### src/hw/rtl/plsm_pkg.sv
// Shared types and constants of the pin logic stack machine.
package plsm_pkg;

  // Default number of operand stack entries.
  localparam int unsigned STACK_DEPTH_DEF = 16;
  // Number of program lines the fetch side can address.
  localparam int unsigned PROGRAM_LINES = 256;

  // Widths fixed by the item fields.
  localparam int unsigned WORD_W   = 32;
  localparam int unsigned OPCODE_W = 3;
  localparam int unsigned ARG_W    = 8;
  localparam int unsigned LINE_W   = 8;
  localparam int unsigned FAULT_W  = 2;
  localparam int unsigned PLEN_W   = 9;
  localparam int unsigned PADDR_W  = 3;
  localparam int unsigned PDATA_W  = 32;

  // Opcodes.
  localparam logic [OPCODE_W-1:0] OP_READ = 3'd0;
  localparam logic [OPCODE_W-1:0] OP_SET  = 3'd1;
  localparam logic [OPCODE_W-1:0] OP_OR   = 3'd2;
  localparam logic [OPCODE_W-1:0] OP_AND  = 3'd3;

  // Fault codes.
  localparam logic [FAULT_W-1:0] FAULT_NONE  = 2'd0;
  localparam logic [FAULT_W-1:0] FAULT_UNDER = 2'd1;
  localparam logic [FAULT_W-1:0] FAULT_OVER  = 2'd2;

  // Register index decoded from the configuration address.
  localparam logic REG_PROGRAM_LENGTH = 1'b0;

  // What a stack cell does in a cycle.
  typedef enum logic [1:0] {
    CELL_HOLD,
    CELL_FROM_ABOVE,
    CELL_FROM_BELOW
  } cell_cmd_e;

  // Sequencer states.
  typedef enum logic {
    ST_IDLE,
    ST_MERGE
  } state_e;

endpackage

### src/hw/rtl/plsm_if.sv
// Handshake interfaces for instruction beats and result beats.
interface plsm_in_if;
  logic                               valid;
  logic                               ready;
  logic [plsm_pkg::OPCODE_W-1:0]      opcode;
  logic [plsm_pkg::ARG_W-1:0]         instr_arg;
  logic [plsm_pkg::WORD_W-1:0]        pin_value;

  modport source (output valid, output opcode, output instr_arg, output pin_value,
                  input ready);
  modport sink   (input valid, input opcode, input instr_arg, input pin_value,
                  output ready);
endinterface

interface plsm_out_if;
  logic                               valid;
  logic                               ready;
  logic                               pin_write_enable;
  logic [plsm_pkg::ARG_W-1:0]         pin_index;
  logic [plsm_pkg::WORD_W-1:0]        pin_write_value;
  logic [plsm_pkg::LINE_W-1:0]        next_line;
  logic [plsm_pkg::FAULT_W-1:0]       fault;

  modport source (output valid, output pin_write_enable, output pin_index,
                  output pin_write_value, output next_line, output fault,
                  input ready);
  modport sink   (input valid, input pin_write_enable, input pin_index,
                  input pin_write_value, input next_line, input fault,
                  output ready);
endinterface

### src/hw/rtl/plsm_cell.sv
// One operand stack cell: holds a word or takes it from a neighbour.
module plsm_cell (
  input  logic                          clk_i,
  input  plsm_pkg::cell_cmd_e           cmd_i,
  input  logic [plsm_pkg::WORD_W-1:0]   above_i,
  input  logic [plsm_pkg::WORD_W-1:0]   below_i,
  output logic [plsm_pkg::WORD_W-1:0]   value_o
);

  logic [plsm_pkg::WORD_W-1:0] value_q, value_d;

  // Select the word this cell keeps for the next cycle.
  always_comb begin
    case (cmd_i)
      plsm_pkg::CELL_FROM_ABOVE: value_d = above_i;
      plsm_pkg::CELL_FROM_BELOW: value_d = below_i;
      default:                   value_d = value_q;
    endcase
  end

  // Payload only, so no reset.
  always_ff @(posedge clk_i) begin
    value_q <= value_d;
  end

  assign value_o = value_q;

endmodule

### src/hw/rtl/pin_logic_stack_machine.sv
// Pin logic stack machine: a row of stack cells with top at cell 0, and its sequencer.
// Timing: read, set, no-op, faulted and single-word or/and items deliver their result beat
// in the cycle after acceptance; an or/and of n words (n up to the stack depth) first merges
// its words one pair a cycle, and no new item is taken until the merge ends. Otherwise one
// item per cycle: a new item is taken once the output register is empty or its beat leaves.
// Reset clears stack depth, line counter and output valid, and sets program length to 1.
module pin_logic_stack_machine #(
  parameter int unsigned STACK_DEPTH = plsm_pkg::STACK_DEPTH_DEF
) (
  input  logic                           clk_i,
  input  logic                           rst_ni,
  plsm_in_if.sink                        in_i,
  plsm_out_if.source                     out_o,
  input  logic                           psel,
  input  logic                           penable,
  input  logic                           pwrite,
  input  logic [plsm_pkg::PADDR_W-1:0]   paddr,
  input  logic [plsm_pkg::PDATA_W-1:0]   pwdata,
  output logic [plsm_pkg::PDATA_W-1:0]   prdata,
  output logic                           pready
);

  localparam int unsigned DW = $clog2(STACK_DEPTH + 1);
  localparam int unsigned W  = plsm_pkg::WORD_W;

  plsm_pkg::state_e             state_q, state_d;
  logic [DW-1:0]                depth_q, depth_d;
  logic [plsm_pkg::LINE_W-1:0]  line_q, line_d;
  logic [plsm_pkg::PLEN_W-1:0]  plen_q;
  logic [plsm_pkg::ARG_W-1:0]   cnt_q, cnt_d;
  logic                         is_and_q, is_and_d;

  logic                         ov_q, ov_d;
  logic                         o_we_q, o_we_d;
  logic [plsm_pkg::ARG_W-1:0]   o_idx_q, o_idx_d;
  logic [W-1:0]                 o_wval_q, o_wval_d;
  logic [plsm_pkg::LINE_W-1:0]  o_line_q, o_line_d;
  logic [plsm_pkg::FAULT_W-1:0] o_fault_q, o_fault_d;
  logic                         load;

  logic                         in_ready, accept;
  logic [plsm_pkg::ARG_W-1:0]   n_ops;
  logic                         stack_full, stack_empty, short_stack;
  logic [plsm_pkg::PLEN_W-1:0]  line_inc;
  logic                         line_wrap;
  logic                         is_merge_op, start_merge;

  plsm_pkg::cell_cmd_e          cmd_top, cmd_rest;
  logic [W-1:0]                 top_in, merged;
  logic [W-1:0]                 cell_val [STACK_DEPTH];

  // Configuration port: program length at addresses with bit 2 clear, other addresses ignored.
  assign pready = 1'b1;
  assign prdata = (paddr[2] == plsm_pkg::REG_PROGRAM_LENGTH)
                ? {{(plsm_pkg::PDATA_W - plsm_pkg::PLEN_W){1'b0}}, plen_q}
                : '0;

  always_ff @(posedge clk_i or negedge rst_ni) begin
    if (!rst_ni) begin
      plen_q <= plsm_pkg::PLEN_W'(1);
    end else if (psel && penable && pwrite && pready &&
                 (paddr[2] == plsm_pkg::REG_PROGRAM_LENGTH)) begin
      plen_q <= pwdata[plsm_pkg::PLEN_W-1:0];
    end
  end

  // Input handshake: idle sequencer and a free or draining output register.
  assign in_ready   = (state_q == plsm_pkg::ST_IDLE) && (!ov_q || out_o.ready);
  assign in_i.ready = in_ready;
  assign accept     = in_i.valid && in_ready;

  // Instruction decode.
  assign n_ops       = (in_i.instr_arg == '0) ? plsm_pkg::ARG_W'(1) : in_i.instr_arg;
  assign stack_full  = (depth_q == DW'(STACK_DEPTH));
  assign stack_empty = (depth_q == '0);
  assign short_stack = (9'(depth_q) < 9'(n_ops));
  assign is_merge_op = (in_i.opcode == plsm_pkg::OP_OR) ||
                       (in_i.opcode == plsm_pkg::OP_AND);
  assign start_merge = accept && is_merge_op && !short_stack && (n_ops != plsm_pkg::ARG_W'(1));

  // Line counter advances on every accepted item and wraps at the program length or at PROGRAM_LINES.
  assign line_inc  = {1'b0, line_q} + plsm_pkg::PLEN_W'(1);
  assign line_wrap = (line_inc >= plen_q) ||
                     (17'(line_inc) >= 17'(plsm_pkg::PROGRAM_LINES)) ||
                     line_inc[plsm_pkg::PLEN_W-1];
  assign line_d    = accept ? (line_wrap ? '0 : line_inc[plsm_pkg::LINE_W-1:0]) : line_q;

  // Two top words combined for one merge step.
  assign merged = is_and_q ? (cell_val[0] & cell_val[1]) : (cell_val[0] | cell_val[1]);

  // Next state.
  always_comb begin
    state_d = state_q;
    case (state_q)
      plsm_pkg::ST_IDLE: begin
        if (start_merge) begin
          state_d = plsm_pkg::ST_MERGE;
        end
      end
      plsm_pkg::ST_MERGE: begin
        if (cnt_q == plsm_pkg::ARG_W'(1)) begin
          state_d = plsm_pkg::ST_IDLE;
        end
      end
      default: state_d = plsm_pkg::ST_IDLE;
    endcase
  end

  // Cell commands, stack depth and result fields.
  always_comb begin
    cmd_top   = plsm_pkg::CELL_HOLD;
    cmd_rest  = plsm_pkg::CELL_HOLD;
    top_in    = in_i.pin_value;
    depth_d   = depth_q;
    cnt_d     = cnt_q;
    is_and_d  = is_and_q;
    load      = 1'b0;
    o_we_d    = 1'b0;
    o_idx_d   = '0;
    o_wval_d  = '0;
    o_line_d  = line_d;
    o_fault_d = plsm_pkg::FAULT_NONE;
    case (state_q)
      plsm_pkg::ST_IDLE: begin
        if (accept) begin
          load = !start_merge;
          case (in_i.opcode)
            plsm_pkg::OP_READ: begin
              o_idx_d = in_i.instr_arg;
              if (stack_full) begin
                o_fault_d = plsm_pkg::FAULT_OVER;
              end else begin
                cmd_top  = plsm_pkg::CELL_FROM_ABOVE;
                cmd_rest = plsm_pkg::CELL_FROM_ABOVE;
                depth_d  = depth_q + DW'(1);
              end
            end
            plsm_pkg::OP_SET: begin
              o_idx_d = in_i.instr_arg;
              if (stack_empty) begin
                o_fault_d = plsm_pkg::FAULT_UNDER;
              end else begin
                cmd_top  = plsm_pkg::CELL_FROM_BELOW;
                cmd_rest = plsm_pkg::CELL_FROM_BELOW;
                depth_d  = depth_q - DW'(1);
                o_we_d   = 1'b1;
                o_wval_d = cell_val[0];
              end
            end
            plsm_pkg::OP_OR, plsm_pkg::OP_AND: begin
              if (short_stack) begin
                o_fault_d = plsm_pkg::FAULT_UNDER;
              end else begin
                cnt_d    = n_ops - plsm_pkg::ARG_W'(1);
                is_and_d = (in_i.opcode == plsm_pkg::OP_AND);
              end
            end
            default: begin
            end
          endcase
        end
      end
      plsm_pkg::ST_MERGE: begin
        top_in   = merged;
        cmd_top  = plsm_pkg::CELL_FROM_ABOVE;
        cmd_rest = plsm_pkg::CELL_FROM_BELOW;
        depth_d  = depth_q - DW'(1);
        cnt_d    = cnt_q - plsm_pkg::ARG_W'(1);
        o_line_d = line_q;
        load     = (cnt_q == plsm_pkg::ARG_W'(1));
      end
      default: begin
      end
    endcase
  end

  // Output register valid.
  always_comb begin
    ov_d = ov_q;
    if (load) begin
      ov_d = 1'b1;
    end else if (out_o.ready) begin
      ov_d = 1'b0;
    end
  end

  // Control state.
  always_ff @(posedge clk_i or negedge rst_ni) begin
    if (!rst_ni) begin
      state_q  <= plsm_pkg::ST_IDLE;
      depth_q  <= '0;
      line_q   <= '0;
      cnt_q    <= '0;
      is_and_q <= 1'b0;
      ov_q     <= 1'b0;
    end else begin
      state_q  <= state_d;
      depth_q  <= depth_d;
      line_q   <= line_d;
      cnt_q    <= cnt_d;
      is_and_q <= is_and_d;
      ov_q     <= ov_d;
    end
  end

  // Result payload register.
  always_ff @(posedge clk_i) begin
    if (load) begin
      o_we_q    <= o_we_d;
      o_idx_q   <= o_idx_d;
      o_wval_q  <= o_wval_d;
      o_line_q  <= o_line_d;
      o_fault_q <= o_fault_d;
    end
  end

  assign out_o.valid            = ov_q;
  assign out_o.pin_write_enable = o_we_q;
  assign out_o.pin_index        = o_idx_q;
  assign out_o.pin_write_value  = o_wval_q;
  assign out_o.next_line        = o_line_q;
  assign out_o.fault            = o_fault_q;

  // Row of stack cells; cell 0 is the top of stack.
  for (genvar i = 0; i < STACK_DEPTH; i++) begin : g_cell
    logic [W-1:0] above, below;
    if (i == 0) begin : g_top
      assign above = top_in;
    end else begin : g_mid
      assign above = cell_val[i-1];
    end
    if (i == STACK_DEPTH - 1) begin : g_last
      assign below = cell_val[i];
    end else begin : g_inner
      assign below = cell_val[i+1];
    end
    plsm_cell u_cell (
      .clk_i   (clk_i),
      .cmd_i   ((i == 0) ? cmd_top : cmd_rest),
      .above_i (above),
      .below_i (below),
      .value_o (cell_val[i])
    );
  end

endmodule

### src/flat_wrapper.sv
// flat-port wrapper written by rule: the top's interface ports become plain ports
module pin_logic_stack_machine_flat 
#(
  parameter int unsigned STACK_DEPTH = plsm_pkg::STACK_DEPTH_DEF
)
  (clk_i, rst_ni, psel, penable, pwrite, paddr, pwdata, prdata, pready, in_i_valid, in_i_opcode, in_i_instr_arg, in_i_pin_value, in_i_ready, out_o_valid, out_o_pin_write_enable, out_o_pin_index, out_o_pin_write_value, out_o_next_line, out_o_fault, out_o_ready);
  plsm_in_if in_i_i ();
  plsm_out_if out_o_i ();
  input  logic clk_i;
  input  logic rst_ni;
  input  logic psel;
  input  logic penable;
  input  logic pwrite;
  input  logic [plsm_pkg::PADDR_W-1:0] paddr;
  input  logic [plsm_pkg::PDATA_W-1:0] pwdata;
  output logic [plsm_pkg::PDATA_W-1:0] prdata;
  output logic pready;
  input wire logic [$bits(in_i_i.valid)-1:0] in_i_valid;
  input wire logic [$bits(in_i_i.opcode)-1:0] in_i_opcode;
  input wire logic [$bits(in_i_i.instr_arg)-1:0] in_i_instr_arg;
  input wire logic [$bits(in_i_i.pin_value)-1:0] in_i_pin_value;
  output wire logic [$bits(in_i_i.ready)-1:0] in_i_ready;
  output wire logic [$bits(out_o_i.valid)-1:0] out_o_valid;
  output wire logic [$bits(out_o_i.pin_write_enable)-1:0] out_o_pin_write_enable;
  output wire logic [$bits(out_o_i.pin_index)-1:0] out_o_pin_index;
  output wire logic [$bits(out_o_i.pin_write_value)-1:0] out_o_pin_write_value;
  output wire logic [$bits(out_o_i.next_line)-1:0] out_o_next_line;
  output wire logic [$bits(out_o_i.fault)-1:0] out_o_fault;
  input wire logic [$bits(out_o_i.ready)-1:0] out_o_ready;
  assign in_i_i.valid = in_i_valid;
  assign in_i_i.opcode = in_i_opcode;
  assign in_i_i.instr_arg = in_i_instr_arg;
  assign in_i_i.pin_value = in_i_pin_value;
  assign in_i_ready = in_i_i.ready;
  assign out_o_valid = out_o_i.valid;
  assign out_o_pin_write_enable = out_o_i.pin_write_enable;
  assign out_o_pin_index = out_o_i.pin_index;
  assign out_o_pin_write_value = out_o_i.pin_write_value;
  assign out_o_next_line = out_o_i.next_line;
  assign out_o_fault = out_o_i.fault;
  assign out_o_i.ready = out_o_ready;
  pin_logic_stack_machine #(.STACK_DEPTH(STACK_DEPTH)) u_core (.clk_i(clk_i), .rst_ni(rst_ni), .in_i(in_i_i), .out_o(out_o_i), .psel(psel), .penable(penable), .pwrite(pwrite), .paddr(paddr), .pwdata(pwdata), .prdata(prdata), .pready(pready));
endmodule
### config.mk
export PLATFORM = sky130hd
export DESIGN_NAME = pin_logic_stack_machine_flat
export DESIGN_NICKNAME = d
export VERILOG_FILES = /design/src/hw/rtl/plsm_pkg.sv /design/src/hw/rtl/plsm_if.sv /design/src/hw/rtl/plsm_cell.sv /design/src/hw/rtl/pin_logic_stack_machine.sv /design/src/flat_wrapper.sv
export SDC_FILE = /design/constraint.sdc
export NUM_CORES = 1
export LEC_CHECK = 0
export ABC_AREA = 0
export BUFFER_PORTS_ARGS = -buffer_cell sky130_fd_sc_hd__buf_2
export CAP_MARGIN = 0
export CORE_AREA = 2 2 193 233
export CTS_CLUSTER_SIZE = 16
export DETAILED_ROUTE_END_ITERATION = 7
export DIE_AREA = 0 0 195 235
export GPL_ROUTABILITY_DRIVEN = 0
export GPL_TIMING_DRIVEN = 1
export PLACE_DENSITY = 0.9
export SKIP_LAST_GASP = 1
export SYNTH_ARGS = -nofsm -noshare
export SYNTH_HDL_FRONTEND = slang
export SYNTH_SLANG_ARGS = --single-unit
### constraint.sdc
create_clock -name clk_i -period 22.6 [get_ports clk_i]
set_input_delay 5.65 -clock clk_i [delete_from_list [all_inputs] [get_ports clk_i]]
set_output_delay 5.65 -clock clk_i [all_outputs]
set_load 0.01 [all_outputs]
# After elaboration in Yosys (flattened, before gate mapping)
# Index checks and enable logic that the tools add are counted.
classes:
  eq_ne: 16
  muxes: 49
  add_sub_neg: 5
  n_lt_le_gt_ge: 3
  n_reduce_logical: 30
  bitwise_logic: 8
ops:
  columns: ["operator", "n"]
  rows:
  - ["one-hot mux 32 bit (2 select lines)", 15]
  - ["two-way mux 32 bit", 2]
  - ["two-way mux 8 bit", 7]
  - ["AND 32 bit", 1]
  - ["bitwise OR 32 bit", 1]
  - ["one-hot mux 5 bit (2 select lines)", 2]
  - ["one-hot mux 8 bit (2 select lines)", 1]
  - ["subtractor 8 x 1 -> 8 bit, second input constant", 2]
  - ["two-way mux 5 bit", 3]
  - ["one-hot mux 2 bit (2 select lines)", 3]
  - ["adder 8 x 1 -> 9 bit, second input constant", 1]
  - ["greater-or-equal comparator 9 bit", 1]
  - ["greater-or-equal comparator 9 bit, second input constant", 1]
  - ["two-way mux 1 bit", 9]
  - ["two-way mux 9 bit", 1]
  - ["!= test 3 bit, second input constant", 3]
  - ["equality test 8 x 1 -> 1 bit, second input constant", 1]
  - ["logical AND 1 bit", 8]
  - ["logical NOT 8 bit", 1]
  - ["less-than comparator 5 x 8 -> 1 bit", 1]
  - ["!= test 8 x 1 -> 1 bit, second input constant", 1]
  - ["AND reduction 4 bit", 2]
  - ["equality test 3 x 2 -> 1 bit, second input constant", 2]
  - ["two-way mux 2 bit", 3]
  - ["other kinds (20)", 39]
totals:
  in_bits: 85
  out_inout_bits: 86
  register_bits: 596

# Depth between registers and ports, before layout
# Gate-level depths: netlist (run 1).
depth:
  depth_word: 11
  mapped_depth: 12
  depth_no_buf: 11

# Modules after synthesis
# From an unflattened synthesis (run 1), not the netlist that was laid out.
hier_totals:
  cells_unflattened: 1597
  area_unflattened_um2: 29474.5
modules_own_cells:
  columns: ["module", "seq_area_each_um2", "cells_each", "area_each_um2", "n_inst"]
  rows:
  - ["plsm_cell", 960.9, 71, 1525.2, 16]
  - ["pin_logic_stack_machine", 2358.5, 461, 5071.1, 1]

# Worst setup path before layout (run 1)
# OpenSTA, ideal clock, no wires.
synth_timing:
  path_kind: "input -> register"
  from: "in in_i_valid"
  to: "reg u_core.g_cell[10].u_cell.value_q, in the netlist u_core.g_cell[10].u_cell.value_o[0] (enable)"
  arrival_time_ns: 15.509
  setup_slack_ns: 6.294
  cell_stages: 7
  setup_ns: 0.797
  cell_sequence: "nor2b_1 > nand3_1 > a211oi_2 > or2_2 > inv_1 > ha_1 > inv_1"
synth_between:
  elab_chain_cells: 5
  elab_cells_between_ends: 6
synth_rtl:
  columns: ["element", "line", "rtl"]
  rows:
  - ["start: declaration", "flat_wrapper.sv:18", "input wire logic [$bits(in_i_i.valid)-1:0] in_i_valid;"]
  - ["logical AND 1 bit *", "pin_logic_stack_machine.sv:70", "assign accept = in_i.valid && in_ready;"]
  - ["two-way mux 2 bit *", "pin_logic_stack_machine.sv:125", "if (accept) begin"]
  - ["one-hot mux 2 bit (2 select lines) *", "pin_logic_stack_machine.sv:123", "case (state_q)"]
  - ["equality test 2 bit or equality test 2 x 1 -> 1 bit (tied branches)", "plsm_cell.sv:14", "case (cmd_i)"]
  - ["nonzero test 2 bit (no source line) *", null, null]
  - ["end signal: assignment", "plsm_cell.sv:23", "value_q <= value_d;"]
  - ["end: declaration", "plsm_cell.sv:10", "logic [plsm_pkg::WORD_W-1:0] value_q, value_d;"]
# Mark *: on every way between the ends. The rest lies on a longest branch, timed or not.
# A chain may end at the register's enable or synchronous reset.

# Worst setup path after layout (run 1)
layout_timing:
  from: "in out_o_ready"
  to: "out in_i_ready"
layout_between:
  elab_chain_cells: 2
layout_rtl:
  columns: ["element", "line", "rtl"]
  rows:
  - ["start: declaration", "flat_wrapper.sv:29", "input wire logic [$bits(out_o_i.ready)-1:0] out_o_ready;"]
  - ["logical OR 1 bit", "pin_logic_stack_machine.sv:68", "assign in_ready = (state_q == plsm_pkg::ST_IDLE) && (!ov_q || out_o.ready);"]
  - ["logical AND 1 bit", "pin_logic_stack_machine.sv:68", null]
  - ["end: declaration", "flat_wrapper.sv:22", "output wire logic [$bits(in_i_i.ready)-1:0] in_i_ready;"]
# No other way between the ends.

==> results of run 1 <==
cells by family (layout without fill, tap and decap cells):
logic type / Yosys count / count (layout) / share of synthesized area (%)
AO/OA/AOI/OAI: 178 / 178 / 4.04
XOR/XNOR: 19 / 19 / 0.641
other: 2 / 30 / 0.0289
flip-flops: 596 / 596 / 68.3
multiplexers: 459 / 459 / 19.9
AND/OR/NAND/NOR: 187 / 187 / 3.72
buffers and inverters: 130 / 267 / 2.27
adder cells (fa/ha/maj): 23 / 23 / 1.11
power groups by stage:
stage	sequential (mW)	combinational (mW)	clock (mW)
global placement	1.96	0.952	0
finish	1.99	1.04	0.977
CTS	1.99	1.04	0.991
global route	2.03	1.12	1.03
detailed placement	1.99	1.01	0
floorplan	2.04	0.809	0
final timing paths:
kind	start	end	slack, ns	cells after the start
worst min register to register	u_core.g_cell[14].u_cell.value_o[7]	u_core.g_cell[15].u_cell.value_o[7]	0.45	0
min in group asynchronous	rst_ni	u_core.line_q[0]	5.14	1
worst min-delay path	u_core.g_cell[14].u_cell.value_o[7]	u_core.g_cell[15].u_cell.value_o[7]	0.45	0
worst max register to register	u_core.state_q	u_core.g_cell[8].u_cell.value_o[10]	17.11	10
worst max-delay path	out_o_ready	in_i_ready	10.73	4
max in group asynchronous	rst_ni	u_core.state_q	16.89	1
registers in the layout, summed over array words and instances (netlist names):
name / flops
u_core.out_o.pin_index: 8
u_core.cnt_q: 8
u_core.out_o.pin_write_enable: 1
u_core.plen_q: 9
u_core.is_and_q: 1
u_core.out_o.fault: 2
u_core.out_o.valid: 1
u_core.out_o.pin_write_value: 32
u_core.state_q: 1
u_core.out_o.next_line: 8
u_core.g_cell.u_cell.value_o: 512
u_core.line_q: 8
u_core.depth_q: 5
cell usage in the layout, fill, tap and decap left out, types with 7 or more instances in the layout:
master     count
nand3_1       14
mux2_2       457
buf_4         11
and2_1        37
bufinv_16     10
inv_1         28
dfrtp_1       31
ha_1          22
xnor2_1       11
nand2_1       60
xor2_1         8
clkbuf_16     57
o21ai_0       79
edfxtp_1     563
buf_2        121
nor2b_1        7
o22ai_1       33
conb_1        24
nor2_1        29
clkinv_1      15
a21oi_1       41
synthesized netlist by cell type, types with 2 or more instances:
cell	number	area share (%)
xnor2_1	11	0.37
inv_1	30	0.43
clkbuf_1	61	0.88
buf_1	5	0.072
nor3b_1	3	0.087
conb_1	2	0.029
ha_1	23	1.1
a31oi_1	2	0.048
edfxtp_1	563	65
a221o_2	3	0.13
nor4_1	5	0.12
and2_1	37	0.89
nand2b_1	5	0.12
nand2_1	60	0.87
o21ai_0	80	1.5
and3_1	3	0.072
nand3_1	14	0.27
or2_2	4	0.096
buf_2	10	0.19
mux2_2	457	20
nor2_1	29	0.42
o211ai_1	4	0.12
xor2_1	8	0.27
nor3_1	6	0.12
mux2i_1	2	0.077
nor2b_1	7	0.17
buf_4	24	0.69
o22ai_1	33	0.80
dfrtp_1	32	3.1
a21oi_1	41	0.79
nand4_1	5	0.12
per-stage QoR:
step | total power, mW | worst slack, ns | instances
finish | 4.00 | 10.73 | 2318
global route | 4.17 | 10.70 | 2318
CTS | 4.01 | 10.73 | 2312
detailed placement | 3.00 | 10.80 | 2209
global placement | 2.92 | 10.79 | 2209
floorplan | 2.85 | 6.29 | 1616
area by class of cell:
type                       instances  share of cell area [%]
antenna                            6                  0.0518
clock buffer                      63                    5.00
clock inverter                    40                    1.59
inverter                          30                   0.415
multi-input combinational        890                    26.8
sequential                       596                    61.2
tap                              559                    2.41
timing repair buffer             134                    2.51
routing by layer:
layer	wire length [µm]	track usage (%)	up-vias
met5	27	0	-
met4	1870	9.25	4
met3	2550	3.33	129
met2	26000	37.3	494
met1	18900	25.6	7104
li1	-	-	6303
==> results.py, run 1 <==
metrics = {
    "floorplanning": {
        "num_rows": 84,
        "io_pins": 171,
        "die_area_um2": 45800,
        "chipWidth_um": 195,
        "start_util_pct": 59.7,
        "die_h_um": 235,
        "core_um2": 43500,
    },
    "clock_network": {
        "cts.reportedPaths.clkPinSlew_ns": 0.06,
        "clk_path_buf_depth": 3,
        "insertion_delay_ns": 0.59,
        "htreeDepth": 2,
        "cts_tree": "built",
        "postCtsSetupRepairBufs": 0,
        "postCtsHoldBufs": 0,
        "cts-resized-gates": 0,
        "clock-sinks": 596,
        "root_buffer": "clkbuf_16",
        "cts_buffers": 56,
    },
    "global_route": {
        "grt_pass1_wl_mm": 77.2,
        "grt_use_total_pct": 21.1,
        "overflow": 0,
        "antenna_found_initial": 9,
        "grt_max_degree": 226,
        "grt_pass1_vias": 14600,
    },
    "critical_path": {
        "path_buf_inv": 2,
        "timing_worst_setup_path_type": "in2out",
        "cp_max_fo": 2,
        "arrival_ns": 6.23,
        "max_stage_delay_ns": 0.23,
        "critical-path-top-delay-family": "simple AND/OR/NAND/NOR gates",
        "required_ns": 16.95,
        "critPathSlowestCell": "nor2b_1",
        "crit_top_cell": "buf_2",
        "path_cells": "buf_2 > nor2b_1 > nor2_1 > buf_2",
        "cp-start-kind": "input pin",
        "cp-end-kind": "output pin",
    },
    "synth": {
        "syn_avg_cell_area_um2": 16.3,
        "postSynthCellCount": 1594,
        "synth-seq-cells": 596,
        "yosysWarningCount": 0,
        "synthFlopType": "edfxtp_1",
        "synth_area_um2": 26000,
        "ys_async_sr_fraction_pct": 5.54,
        "synth_cell_types": 56,
        "ys_seq_area_share_pct": 68.3,
        "synth_edf_count": 563,
    },
    "status": {
        "status": "finished, final reports clean",
    },
    "power": {
        "irDropWorstVdd_v": 0.000152,
        "p_leak_nw": 9.96,
        "power_density_nw_per_um2": 138,
        "netSwitchingFraction_pct": 28.8,
        "power.internal_mw": 2.85,
        "combPwrFrac_pct": 25.9,
        "pwr-share-clk_pct": 24.4,
        "p_sw_mw": 1.15,
        "seq_power_share_pct": 49.7,
    },
    "finish": {
        "multi_input_area_um2": 7760,
        "utilization_pct": 66.6,
        "area_delta_synth_final_pct": 11.5,
        "fillers": 2696,
        "seq_area_um2": 17700,
        "fin_nets": 1816,
        "final_area_um2": 29000,
        "drive_above_1_share_pct": 39.7,
    },
    "drt": {
        "drtIter0Drc": 1232,
        "route.detailed.drc": 0,
        "drt-total-wl_mm": 49.3,
        "vias": 14000,
        "vias_per_cell": 6.05,
        "drtPass1Iterations": 5,
        "ant_nets": 0,
        "routedWlPerCell_um": 21.3,
    },
    "timing": {
        "hold_ws_ns": 0.447,
        "max_freq_mhz": 84.2,
        "period_share_pct": 52.5,
        "hold_viol_final": 0,
        "final.setup_skew_ns": 0.0180,
        "rsz0062_at_grt": "no",
        "setup_viol": 0,
        "slew_violations": 0,
        "relSlewSlack_pct": 21.9,
        "final.setup.tns_ns": 0,
        "min_period_ns": 11.88,
        "tightest_slew_ns": 1.17,
    },
    "placed_design": {
        "detailed_place.area_um2": 27000,
        "io_buffers": 121,
        "dp_hpwl_mm": 27.6,
    },
    "job": {
        "maxCapViolCount": 0,
    },
    "min_path": {
        "hold_path.class": "reg2reg",
    },
}
Power figures use the tool's default switching activity.
==> inputs of run 2 (changes only) <==
- clock period: 22.6 -> 12 ns (I/O delays scaled with it)
==> run 2 against run 1 <==
Against the previous run: core utilization fell by 0.16 points; register-to-register slack got worse by 10 ns; hold slack improved by 0.0019 ns; cell area fell by 0.25%; largest cell class unchanged.
==> results.py, run 2 (synthesis results as in run 1) <==
metrics = {
    "status": {
        "status": "finished, final reports clean",
    },
    "floorplanning": {
        "start_util_pct": 59.7,
        "core_um2": 43500,
        "num_rows": 84,
        "io_pins": 171,
        "die_area_um2": 45800,
        "die_h_um": 235,
        "chipWidth_um": 195,
    },
    "global_route": {
        "grt_pass1_vias": 14800,
        "grt_use_total_pct": 21.2,
        "grt_pass1_wl_mm": 77.6,
        "grt_max_degree": 183,
        "antenna_found_initial": 7,
        "overflow": 0,
    },
    "power": {
        "combPwrFrac_pct": 26.3,
        "p_leak_nw": 9.93,
        "netSwitchingFraction_pct": 29.2,
        "power.internal_mw": 5.29,
        "irDropWorstVdd_v": 0.000234,
        "total_power_mw": 7.46,
        "seq_power_share_pct": 50.0,
        "power_density_nw_per_um2": 258,
        "pwr-share-clk_pct": 23.6,
        "p_sw_mw": 2.18,
    },
    "critical_path": {
        "required_ns": 12.21,
        "crit_start": "in_i_valid",
        "r2r-start": "u_core.depth_q[0]",
        "cp-start-kind": "input pin",
        "arrival_ns": 7.17,
        "timing_worst_setup_path_type": "in2reg",
        "cp_max_fo": 86,
        "cp-end-kind": "flop",
    },
    "placed_design": {
        "dp_cells": 2208,
        "dp_hpwl_mm": 28.1,
        "io_buffers": 121,
        "detailed_place.area_um2": 27000,
    },
    "drt": {
        "ant_nets": 0,
        "drtIter0Drc": 1366,
        "drt-total-wl_mm": 49.3,
        "vias_per_cell": 6.05,
        "routedWlPerCell_um": 21.2,
        "vias": 14100,
        "drtPass1Iterations": 7,
        "route.detailed.drc": 0,
    },
    "min_path": {
        "hold_path.class": "reg2reg",
        "hp-start": "u_core.g_cell[14].u_cell.value_o[0]",
    },
    "clock_network": {
        "cts_buffers": 58,
        "root_buffer": "clkbuf_16",
        "htreeDepth": 2,
        "cts-resized-gates": 0,
        "clk_path_buf_depth": 3,
        "postCtsHoldBufs": 0,
        "insertion_delay_ns": 0.61,
        "cts.reportedPaths.clkPinSlew_ns": 0.06,
        "clock-sinks": 596,
        "cts_tree": "built",
        "postCtsSetupRepairBufs": 0,
    },
    "timing": {
        "relSlewSlack_pct": 29.9,
        "hold_viol_final": 0,
        "tightest_slew_ns": 1.05,
        "rsz0062_at_grt": "no",
        "final.setup.tns_ns": 0,
        "min_period_ns": 6.96,
        "period_share_pct": 58.0,
        "slew_violations": 0,
        "setup_viol": 0,
        "final.setup_skew_ns": 0.0126,
        "max_freq_mhz": 144,
    },
    "finish": {
        "final_cells": 2324,
        "final_area_um2": 28900,
        "layout_commonest_cell": "edfxtp_1",
        "largest_register_ffs": 512,
        "drive_above_1_share_pct": 39.7,
        "fin_nets": 1817,
        "layout.cells.most_common_list": "563 x edfxtp_1, 457 x mux2_2, 121 x buf_2",
        "area_delta_synth_final_pct": 11.3,
        "utilization_pct": 66.4,
    },
    "job": {
        "maxCapViolCount": 0,
    },
}
==> run 2: changes by cell type in the layout (fill, tap and decap cells not counted), moves of 2 or more <==
cell       before  now
buf_4          11    9
bufinv_16      10    4
clkbuf_1        6   13
clkbuf_16      57   59
clkbuf_8        0    2
clkinv_1       15   13
clkinv_2        6   13
clkinv_4        2    0
==> run 2: layout make-up <==
cell class | instances | area, µm²
repair buffers | 133 | 733
inverters | 30 | 116
flip-flops and latches | 596 | 17700
clock buffers | 74 | 1550
multi-input cells | 890 | 7760
well taps | 559 | 699
diodes | 7 | 17.5
fillers | 2678 | 14600
clock inverters | 35 | 277
==> run 2: path summary, 6_finish.rpt <==
| check | end | slack [ns] | cells after the start |
|---|---|---|---|
| min reg2reg | u_core.g_cell[15].u_cell.value_o[0] | 0.45 | 0 |
| min | u_core.g_cell[15].u_cell.value_o[0] | 0.45 | 0 |
| min in group asynchronous | u_core.line_q[0] | 2.47 | 1 |
| max reg2reg | u_core.g_cell[14].u_cell.value_o[5] | 6.67 | 11 |
| max in group asynchronous | u_core.is_and_q | 8.99 | 1 |
| max | u_core.g_cell[14].u_cell.value_o[5] | 5.04 | 11 |
==> run 2: layer usage <==
| layer | vias to the layer above | global-route usage [%] | routed length, µm |
|---|---|---|---|
| met5 | - | 0 | 0 |
| met4 | 0 | 9.32 | 1720 |
| met3 | 117 | 4.09 | 2820 |
| met2 | 568 | 37.4 | 25900 |
| met1 | 7060 | 25.3 | 18800 |
| li1 | 6317 | - | - |
==> run 2: critical path, stage by stage <==
cell        delay [ns]
buf_2             0.08
nor2b_1           0.24
nand3_1           0.32
a211oi_4          0.29
buf_4             0.42
or2_2             0.22
inv_1             0.06
ha_1              0.30
clkinvlp_4        0.44
buf_4             0.78
buf_4             0.93
==> run 2: power groups by stage <==
stage	clock network, mW	registers [mW]	logic [mW]
4_1_cts	1.79	3.73	1.96
6_report	1.76	3.73	1.97
3_3_place_gp	0	3.69	1.80
2_1_floorplan	0	3.76	1.52
3_5_place_dp	0	3.75	1.92
5_1_grt	1.87	3.81	2.12
==> run 2: through the flow <==
step / worst slack (ns) / hold WS, ns
finish: 5.04 / 0.449
detailed placement: 4.46 / 0.431
global placement: 4.66 / 0.424
floorplan: 0.646 / 0.420
CTS: 5.08 / 0.442
global route: 4.75 / 0.451
